**src/hdl/dprb_pkg.sv**
```systemverilog
// Package for the decoded picture reorder buffer: sizes, slot and result types,
// and the action codes of the input channel.
// Used by every module under hdl; depends on nothing else.
package dprb_pkg;

  localparam int CAPACITY  = 16;
  localparam int SLOTS     = CAPACITY + 1;
  localparam int IDX_W     = $clog2(SLOTS);
  localparam int CNT_W     = $clog2(SLOTS + 1);
  localparam int ID_W      = 8;
  localparam int ORDER_W   = 32;
  localparam int FILL_W    = 5;

  typedef logic [IDX_W-1:0]   idx_t;
  typedef logic [CNT_W-1:0]   cnt_t;
  typedef logic [ID_W-1:0]    buf_id_t;
  typedef logic [ORDER_W-1:0] order_t;

  // Action carried in the input channel's tuser
  typedef enum logic {
    ACT_INSERT = 1'b0,
    ACT_FLUSH  = 1'b1
  } action_t;

  typedef struct packed {
    order_t  order;
    buf_id_t buf_id;
  } slot_t;

  typedef struct packed {
    logic   en;
    idx_t   addr;
    slot_t  data;
  } mem_wr_t;

  typedef struct packed {
    logic              emitted;
    buf_id_t           buf_id;
    order_t            order;
    logic [FILL_W-1:0] fill;
  } res_t;

endpackage

```
**src/hdl/dprb_slot_ram.sv**
```systemverilog
// Slot store of the reorder buffer: one write port and one read port with
// registered read data.
// Depends on dprb_pkg.
module dprb_slot_ram (
  input  logic             clk,
  input  dprb_pkg::mem_wr_t wr,
  input  dprb_pkg::idx_t   raddr,
  output dprb_pkg::slot_t  rdata
);
  import dprb_pkg::*;

  slot_t mem_r [SLOTS];
  slot_t rdata_r;

  always_ff @(posedge clk) begin
    if (wr.en && (CNT_W'(wr.addr) < CNT_W'(SLOTS))) begin
      mem_r[wr.addr] <= wr.data;
    end
    // Reads past the last slot only happen speculatively and are discarded.
    if (CNT_W'(raddr) < CNT_W'(SLOTS)) begin
      rdata_r <= mem_r[raddr];
    end
  end

  assign rdata = rdata_r;

endmodule

```
**src/hdl/dprb_seq.sv**
```systemverilog
// Sequencer of the reorder buffer: appends pictures, scans the slots with one
// shared comparator for the picture to output, then closes up the gap.
// Depends on dprb_pkg; drives the ports of dprb_slot_ram.
module dprb_seq (
  input  logic               clk,
  input  logic               rst_n,
  input  logic               in_valid,
  output logic               in_ready,
  input  dprb_pkg::action_t  in_action,
  input  dprb_pkg::buf_id_t  in_buf_id,
  input  dprb_pkg::order_t   in_order,
  output logic               res_valid,
  input  logic               res_ready,
  output dprb_pkg::res_t     res,
  output dprb_pkg::mem_wr_t  mem_wr,
  output dprb_pkg::idx_t     mem_raddr,
  input  dprb_pkg::slot_t    mem_rdata
);
  import dprb_pkg::*;

  typedef enum logic [2:0] {
    S_IDLE,
    S_RD0,
    S_FIRST,
    S_SCAN,
    S_SH_START,
    S_SHIFT,
    S_DONE
  } state_t;

  state_t state_r, state_nxt;
  cnt_t   count_r, count_nxt;
  idx_t   pos_r, pos_nxt;
  idx_t   best_idx_r, best_idx_nxt;
  slot_t  best_r, best_nxt;
  logic   emit_r, emit_nxt;

  logic   is_zero;
  logic   is_less;

  // The one shared compare unit: the entry just read against the best so far.
  assign is_zero = (mem_rdata.order == '0);
  assign is_less = (mem_rdata.order < best_r.order);

  always_comb begin
    state_nxt    = state_r;
    count_nxt    = count_r;
    pos_nxt      = pos_r;
    best_idx_nxt = best_idx_r;
    best_nxt     = best_r;
    emit_nxt     = emit_r;
    mem_wr       = '0;
    mem_raddr    = '0;
    in_ready     = 1'b0;
    res_valid    = 1'b0;

    case (state_r)
      S_IDLE: begin
        in_ready = 1'b1;
        if (in_valid) begin
          if (in_action == ACT_INSERT) begin
            if (count_r < CNT_W'(SLOTS)) begin
              mem_wr.en          = 1'b1;
              mem_wr.addr        = count_r[IDX_W-1:0];
              mem_wr.data.buf_id = in_buf_id;
              mem_wr.data.order  = in_order;
              count_nxt          = count_r + CNT_W'(1);
            end
            if (count_nxt > CNT_W'(CAPACITY)) begin
              state_nxt = S_RD0;
            end else begin
              emit_nxt  = 1'b0;
              best_nxt  = '0;
              state_nxt = S_DONE;
            end
          end else begin
            if (count_r == '0) begin
              emit_nxt  = 1'b0;
              best_nxt  = '0;
              state_nxt = S_DONE;
            end else begin
              state_nxt = S_RD0;
            end
          end
        end
      end

      S_RD0: begin
        mem_raddr = '0;
        state_nxt = S_FIRST;
      end

      S_FIRST: begin
        best_nxt     = mem_rdata;
        best_idx_nxt = '0;
        if (count_r > CNT_W'(1)) begin
          mem_raddr = IDX_W'(1);
          pos_nxt   = IDX_W'(1);
          state_nxt = S_SCAN;
        end else begin
          state_nxt = S_SH_START;
        end
      end

      S_SCAN: begin
        // An order count of zero opens a new coded sequence and ends the scan.
        if (is_zero) begin
          state_nxt = S_SH_START;
        end else begin
          if (is_less) begin
            best_nxt     = mem_rdata;
            best_idx_nxt = pos_r;
          end
          if (CNT_W'(pos_r) + CNT_W'(1) == count_r) begin
            state_nxt = S_SH_START;
          end else begin
            mem_raddr = pos_r + IDX_W'(1);
            pos_nxt   = pos_r + IDX_W'(1);
          end
        end
      end

      S_SH_START: begin
        mem_raddr = best_idx_r + IDX_W'(1);
        pos_nxt   = best_idx_r;
        emit_nxt  = 1'b1;
        if (CNT_W'(best_idx_r) + CNT_W'(1) >= count_r) begin
          count_nxt = count_r - CNT_W'(1);
          state_nxt = S_DONE;
        end else begin
          state_nxt = S_SHIFT;
        end
      end

      S_SHIFT: begin
        mem_wr.en   = 1'b1;
        mem_wr.addr = pos_r;
        mem_wr.data = mem_rdata;
        if (CNT_W'(pos_r) + CNT_W'(2) < count_r) begin
          mem_raddr = pos_r + IDX_W'(2);
          pos_nxt   = pos_r + IDX_W'(1);
        end else begin
          count_nxt = count_r - CNT_W'(1);
          state_nxt = S_DONE;
        end
      end

      S_DONE: begin
        res_valid = 1'b1;
        if (res_ready) begin
          state_nxt = S_IDLE;
        end
      end

      default: begin
        state_nxt = S_IDLE;
      end
    endcase
  end

  always_ff @(posedge clk) begin
    if (!rst_n) begin
      state_r <= S_IDLE;
      count_r <= '0;
      emit_r  <= 1'b0;
    end else begin
      state_r <= state_nxt;
      count_r <= count_nxt;
      emit_r  <= emit_nxt;
    end
    pos_r      <= pos_nxt;
    best_idx_r <= best_idx_nxt;
    best_r     <= best_nxt;
  end

  assign res.emitted = emit_r;
  assign res.buf_id  = best_r.buf_id;
  assign res.order   = best_r.order;
  assign res.fill    = FILL_W'(count_r);

endmodule

```
**src/hdl/decoded_picture_reorder_buffer.sv**
```systemverilog
// Top level of the decoded picture reorder buffer: channel packing, the
// output register, and the sequencer and slot store instances.
// Depends on dprb_pkg, dprb_slot_ram and dprb_seq.
//
// Usage. Each input transaction on the in_ channel is one picture event:
// tuser selects insert (0) or flush (1); for an insert, tdata carries the
// buffer handle and its picture order count. Every input transaction gives
// exactly one output transaction on the out_ channel. Its tuser flag says
// whether a picture was removed and output; tdata carries that picture's
// handle and order count (both zero when none) and the number of pictures
// left in the store.
// Timing. An insert that does not overflow the store, or a flush of an empty
// store, has its result go from the sequencer's done state into the output register.
// An item that outputs a picture reads one slot per cycle from the single
// read port, first for the scan with the shared comparator, then for closing
// up the gap. A zero order count that ends the scan, or a chosen picture
// near the newest end, shortens this work. One item is processed at a time;
// in_tready is high only while the sequencer is idle, so a new item is taken
// only after the sequencer has handed on its last result.
// Reset (synchronous, rst_n low) empties the store and the output register.
// When the receiver stalls, the finished result waits in the output
// register; the sequencer accepts and processes the next item and then
// holds its own result until the register is free.
module decoded_picture_reorder_buffer (
  input  logic        clk,
  input  logic        rst_n,
  input  logic        in_tvalid,
  output logic        in_tready,
  input  logic [39:0] in_tdata,   // [7:0] buffer_id, [39:8] order_count
  input  logic [0:0]  in_tuser,   // [0] action
  output logic        out_tvalid,
  input  logic        out_tready,
  output logic [47:0] out_tdata,  // [7:0] out_buffer_id, [39:8] out_order_count,
                                  // [44:40] fill_level, [47:45] zero
  output logic [0:0]  out_tuser   // [0] emitted
);
  import dprb_pkg::*;

  res_t    seq_res;
  logic    seq_res_valid;
  logic    seq_res_ready;
  mem_wr_t mem_wr;
  idx_t    mem_raddr;
  slot_t   mem_rdata;
  action_t in_action;

  res_t    out_res_r;
  logic    out_valid_r;

  assign in_action = action_t'(in_tuser[0]);

  dprb_slot_ram u_ram (
    .clk   (clk),
    .wr    (mem_wr),
    .raddr (mem_raddr),
    .rdata (mem_rdata)
  );

  dprb_seq u_seq (
    .clk       (clk),
    .rst_n     (rst_n),
    .in_valid  (in_tvalid),
    .in_ready  (in_tready),
    .in_action (in_action),
    .in_buf_id (in_tdata[ID_W-1:0]),
    .in_order  (in_tdata[ID_W+ORDER_W-1:ID_W]),
    .res_valid (seq_res_valid),
    .res_ready (seq_res_ready),
    .res       (seq_res),
    .mem_wr    (mem_wr),
    .mem_raddr (mem_raddr),
    .mem_rdata (mem_rdata)
  );

  // The output register takes a new result when it is empty or being drained.
  assign seq_res_ready = !out_valid_r || out_tready;

  always_ff @(posedge clk) begin
    if (!rst_n) begin
      out_valid_r <= 1'b0;
    end else if (seq_res_ready) begin
      out_valid_r <= seq_res_valid;
    end
    if (seq_res_ready && seq_res_valid) begin
      out_res_r <= seq_res;
    end
  end

  assign out_tvalid = out_valid_r;
  assign out_tuser  = out_res_r.emitted;
  assign out_tdata  = {3'b000, out_res_r.fill, out_res_r.order, out_res_r.buf_id};

endmodule

```
**config.mk**
```make
export PLATFORM = sky130hd
export DESIGN_NAME = decoded_picture_reorder_buffer
export DESIGN_NICKNAME = d
export VERILOG_FILES = /design/src/hdl/dprb_pkg.sv /design/src/hdl/dprb_slot_ram.sv /design/src/hdl/dprb_seq.sv /design/src/hdl/decoded_picture_reorder_buffer.sv
export SDC_FILE = /design/constraint.sdc
export NUM_CORES = 1
export LEC_CHECK = 0
export BUFFER_PORTS_ARGS = -buffer_cell sky130_fd_sc_hd__buf_2
export CAP_MARGIN = 20
export CORE_ASPECT_RATIO = 2
export CORE_MARGIN = 8
export CORE_UTILIZATION = 40
export DETAILED_ROUTE_END_ITERATION = 8
export PLACE_DENSITY = 0.54
export SYNTH_ARGS = -nofsm -noshare
export SYNTH_HDL_FRONTEND = slang
export SYNTH_SLANG_ARGS = --single-unit
```
**constraint.sdc**
```tcl
create_clock -name clk -period 8.4 [get_ports clk]
set_input_delay 0.84 -clock clk [delete_from_list [all_inputs] [get_ports clk]]
set_output_delay 0.84 -clock clk [all_outputs]
set_load 0.02 [all_outputs]
```
==> metrics <==
status=finished clean; Synth Register Bits=826; Clock Skews=between 30 and 40 ps; synth cell count leaders=edfxtp_1, mux2i_1, o22ai_1; Cell variety after synth=63; root buf cell=clkbuf_16; Synth Area per Inst=~17 µm²; post-route ant nets=0; TritonCTS Buffers=76; # diodes=0; Mapped Area=0.0334 mm²; die area=about 0.093 mm²; synth top area cells=edfxtp_1, mux2i_1, o22ai_1, ha_1, o22ai_2; Tmin final=5340 ps; final WL=between 80 and 90 mm; Setup crit start kind=register; YS warnings=0; Initial Util=40.1%; Tot GR Track Use=between 10% and 20%; CP Capture Type=register; required time of the critical path=a little under 9000 ps; Core ar.=about 0.083 mm²; Clock Sinks=between 800 and 900; TritonCTS clock tree=yes; setup bufs post-CTS=0; fin crit share=between 60% and 70%; Hold Buf Count CTS=0; RSZ-0062 raised after global routing=false; final hold violation count=0; Post-DP HPWL=between 40 and 50 mm; Syn Inst Count=a little under 2000; Placer Congestion=0.844; most instantiated library cell after synthesis=edfxtp_1; Post-synth top flop=edfxtp_1; pin count of the biggest net entering global routing=121; Die Span Y=approximately 420 µm; first-pass GRT wire length=roughly 130 mm; Final Max Tran Viols=0; Synth-to-Final Area Change=12.5%; via count=roughly 18000; post-cts repair resize count=0; fmax=around 0.19 GHz; max_cap viols=0; Min-Delay Path Class=register to register; CP Class=register to register; Port-buffer cells=92; initial antenna violation count=0; global route overflow=0; Final WS setup=just over 3000 ps; dpl ws=roughly 3100 ps; highest ir drop seen on vdd=roughly 0.23 mV; Slew HR=a little over a quarter; Design Power=~12 mW; Rows=150; vias per cell=~5.7; worst-path fanout max=115; placed instance area=roughly 0.035 mm²; worst-skew pair later-pin latency=~640 ps; Finished Cell Area=approximately 0.038 mm²; cell taking the most area after synthesis=edfxtp_1; vias in the first global route=roughly 18000; layout cell share with drive strength beyond 1=14.9%; Die Wd=about 220 µm; Hold Slack=between 400 and 500 ps; ys async rst share=0%; clk buf depth=3; worst slew pin tran=roughly 1100 ps; Post-synth EDFFs=roughly 820; P per Cell Area=around 330 mW/mm²; post-layout net count=around 2200; Finish-stage setup viols=0; number of detailed-route iterations in the first pass=5; WL/cell=27.8 µm; sequential area share after synthesis=roughly 74%; Ports=96; Reg clk slew, reported paths=around 70 ps; DRC=0; TNS Setup=0 ps; leakage power=around 13 nW; CP arrival=~5700 ps; Synth top area share=between 70% and 80%; initial DRC count=around 1800; H-tree levels=3
kinds of logic (layout without fill, tap and decap cells):
family	Yosys count	in the layout	share of synthesized area (%)
other	1	3	0.0112
xor gates and xnor gates	13	13	0.424
DFF	826	826	74.1
muxes	322	322	9.66
AOI/OAI and AO/OA	347	347	7.62
and+or+nand+nor	266	266	4.13
adders and majority gates	48	48	1.80
buffers and inverters	157	301	2.29
layout make-up:
cell class	count	area, µm²
Inverter	42	158
Clock inverter	47	492
Fill cell	7196	45600
Timing Repair Buffer	126	741
Clock buffer	86	1960
Multi-Input combinational cell	999	8130
Tap cell	1064	1330
Sequential cell	826	24700
report_power, final:
group / switching [mW] / internal, mW / leakage, nW / total (mW)
combinational: 2.10 / 1.23 / 4.44 / 3.33
sequential: 0.411 / 5.22 / 7.71 / 5.63
clock: 1.51 / 1.96 / 1.20 / 3.47
registers in the layout (all words and copies together), names as in the netlist:
signal and cells:
u_ram.rdata 40, out_tvalid 1, u_seq.count_r 5, u_seq.res 40, out_tdata 45, u_seq.state_r 3, u_ram.mem_r 680, u_seq.pos_r 5
out_tuser 1, u_seq.best_idx_r 5, u_seq.emit_r 1
per-layer routing:
layer / track usage [%] / part of all wire (%) / vias up
li1: - / - / 8078
met1: 25.9 / 44 / 9417
met2: 30.1 / 47 / 630
met3: 3.18 / 6.1 / 129
met4: 5.52 / 2.4 / 0
met5: 0 / 0 / -
cells in the final DEF (no fill, tap or decap), drive strengths merged, types with 4 or more instances in the layout:
cell | Yosys | routed
bufinv | 0 | 9
nor2 | 76 | 76
a21o | 20 | 20
nor2b | 4 | 4
clkinv | 0 | 32
clkbuf | 50 | 87
nor4 | 51 | 51
o21ai | 21 | 21
dfxtp | 10 | 10
nand2b | 4 | 4
edfxtp | 816 | 816
xnor2 | 6 | 6
mux2i | 322 | 322
and2 | 4 | 4
nand4 | 7 | 7
and3 | 43 | 43
a221oi | 5 | 5
or3 | 6 | 6
xor2 | 5 | 5
nand2 | 35 | 35
buf | 65 | 125
nor3 | 11 | 11
o22ai | 163 | 163
ha | 48 | 48
a21oi | 63 | 63
inv | 42 | 46
nand3 | 19 | 19
a22o | 43 | 43
path summary, 6_finish.rpt:
| path | cells after the start | slack [ps] | end | from |
|---|---|---|---|---|
| setup / recovery | 11 | 3060 | u_ram.rdata[27]$_DFFE_PN_ | u_seq.state_r[1]$_SDFFE_PN0P_ |
| hold reg to reg | 0 | 430 | out_tdata[2]$_DFFE_PP_ | u_seq.res[39]$_SDFFCE_PN0P_ |
| hold / removal | 0 | 430 | out_tdata[2]$_DFFE_PP_ | u_seq.res[39]$_SDFFCE_PN0P_ |
| setup reg to reg | 11 | 3060 | u_ram.rdata[27]$_DFFE_PN_ | u_seq.state_r[1]$_SDFFE_PN0P_ |
critical path, cell delays in order (launching register included):
cell and delay (ps):
dfxtp_2 1040, and2b_1 430, and2_4 490, nand2_1 190, o32ai_1 120, a21oi_4 160
buf_12 650, buf_4 870, mux2i_1 320, o22ai_2 90, nor4_1 310, a21oi_1 110
per-stage QoR:
stage | utilization [%] | cells
final | 45.1 | 3190
after global routing | 45.1 | 3190
after CTS | 45.1 | 3189
after detailed placement | 42.2 | 3056
after global placement | 42.2 | 3056
after floorplan | - | 1982
(Power assumes the default switching activity.)
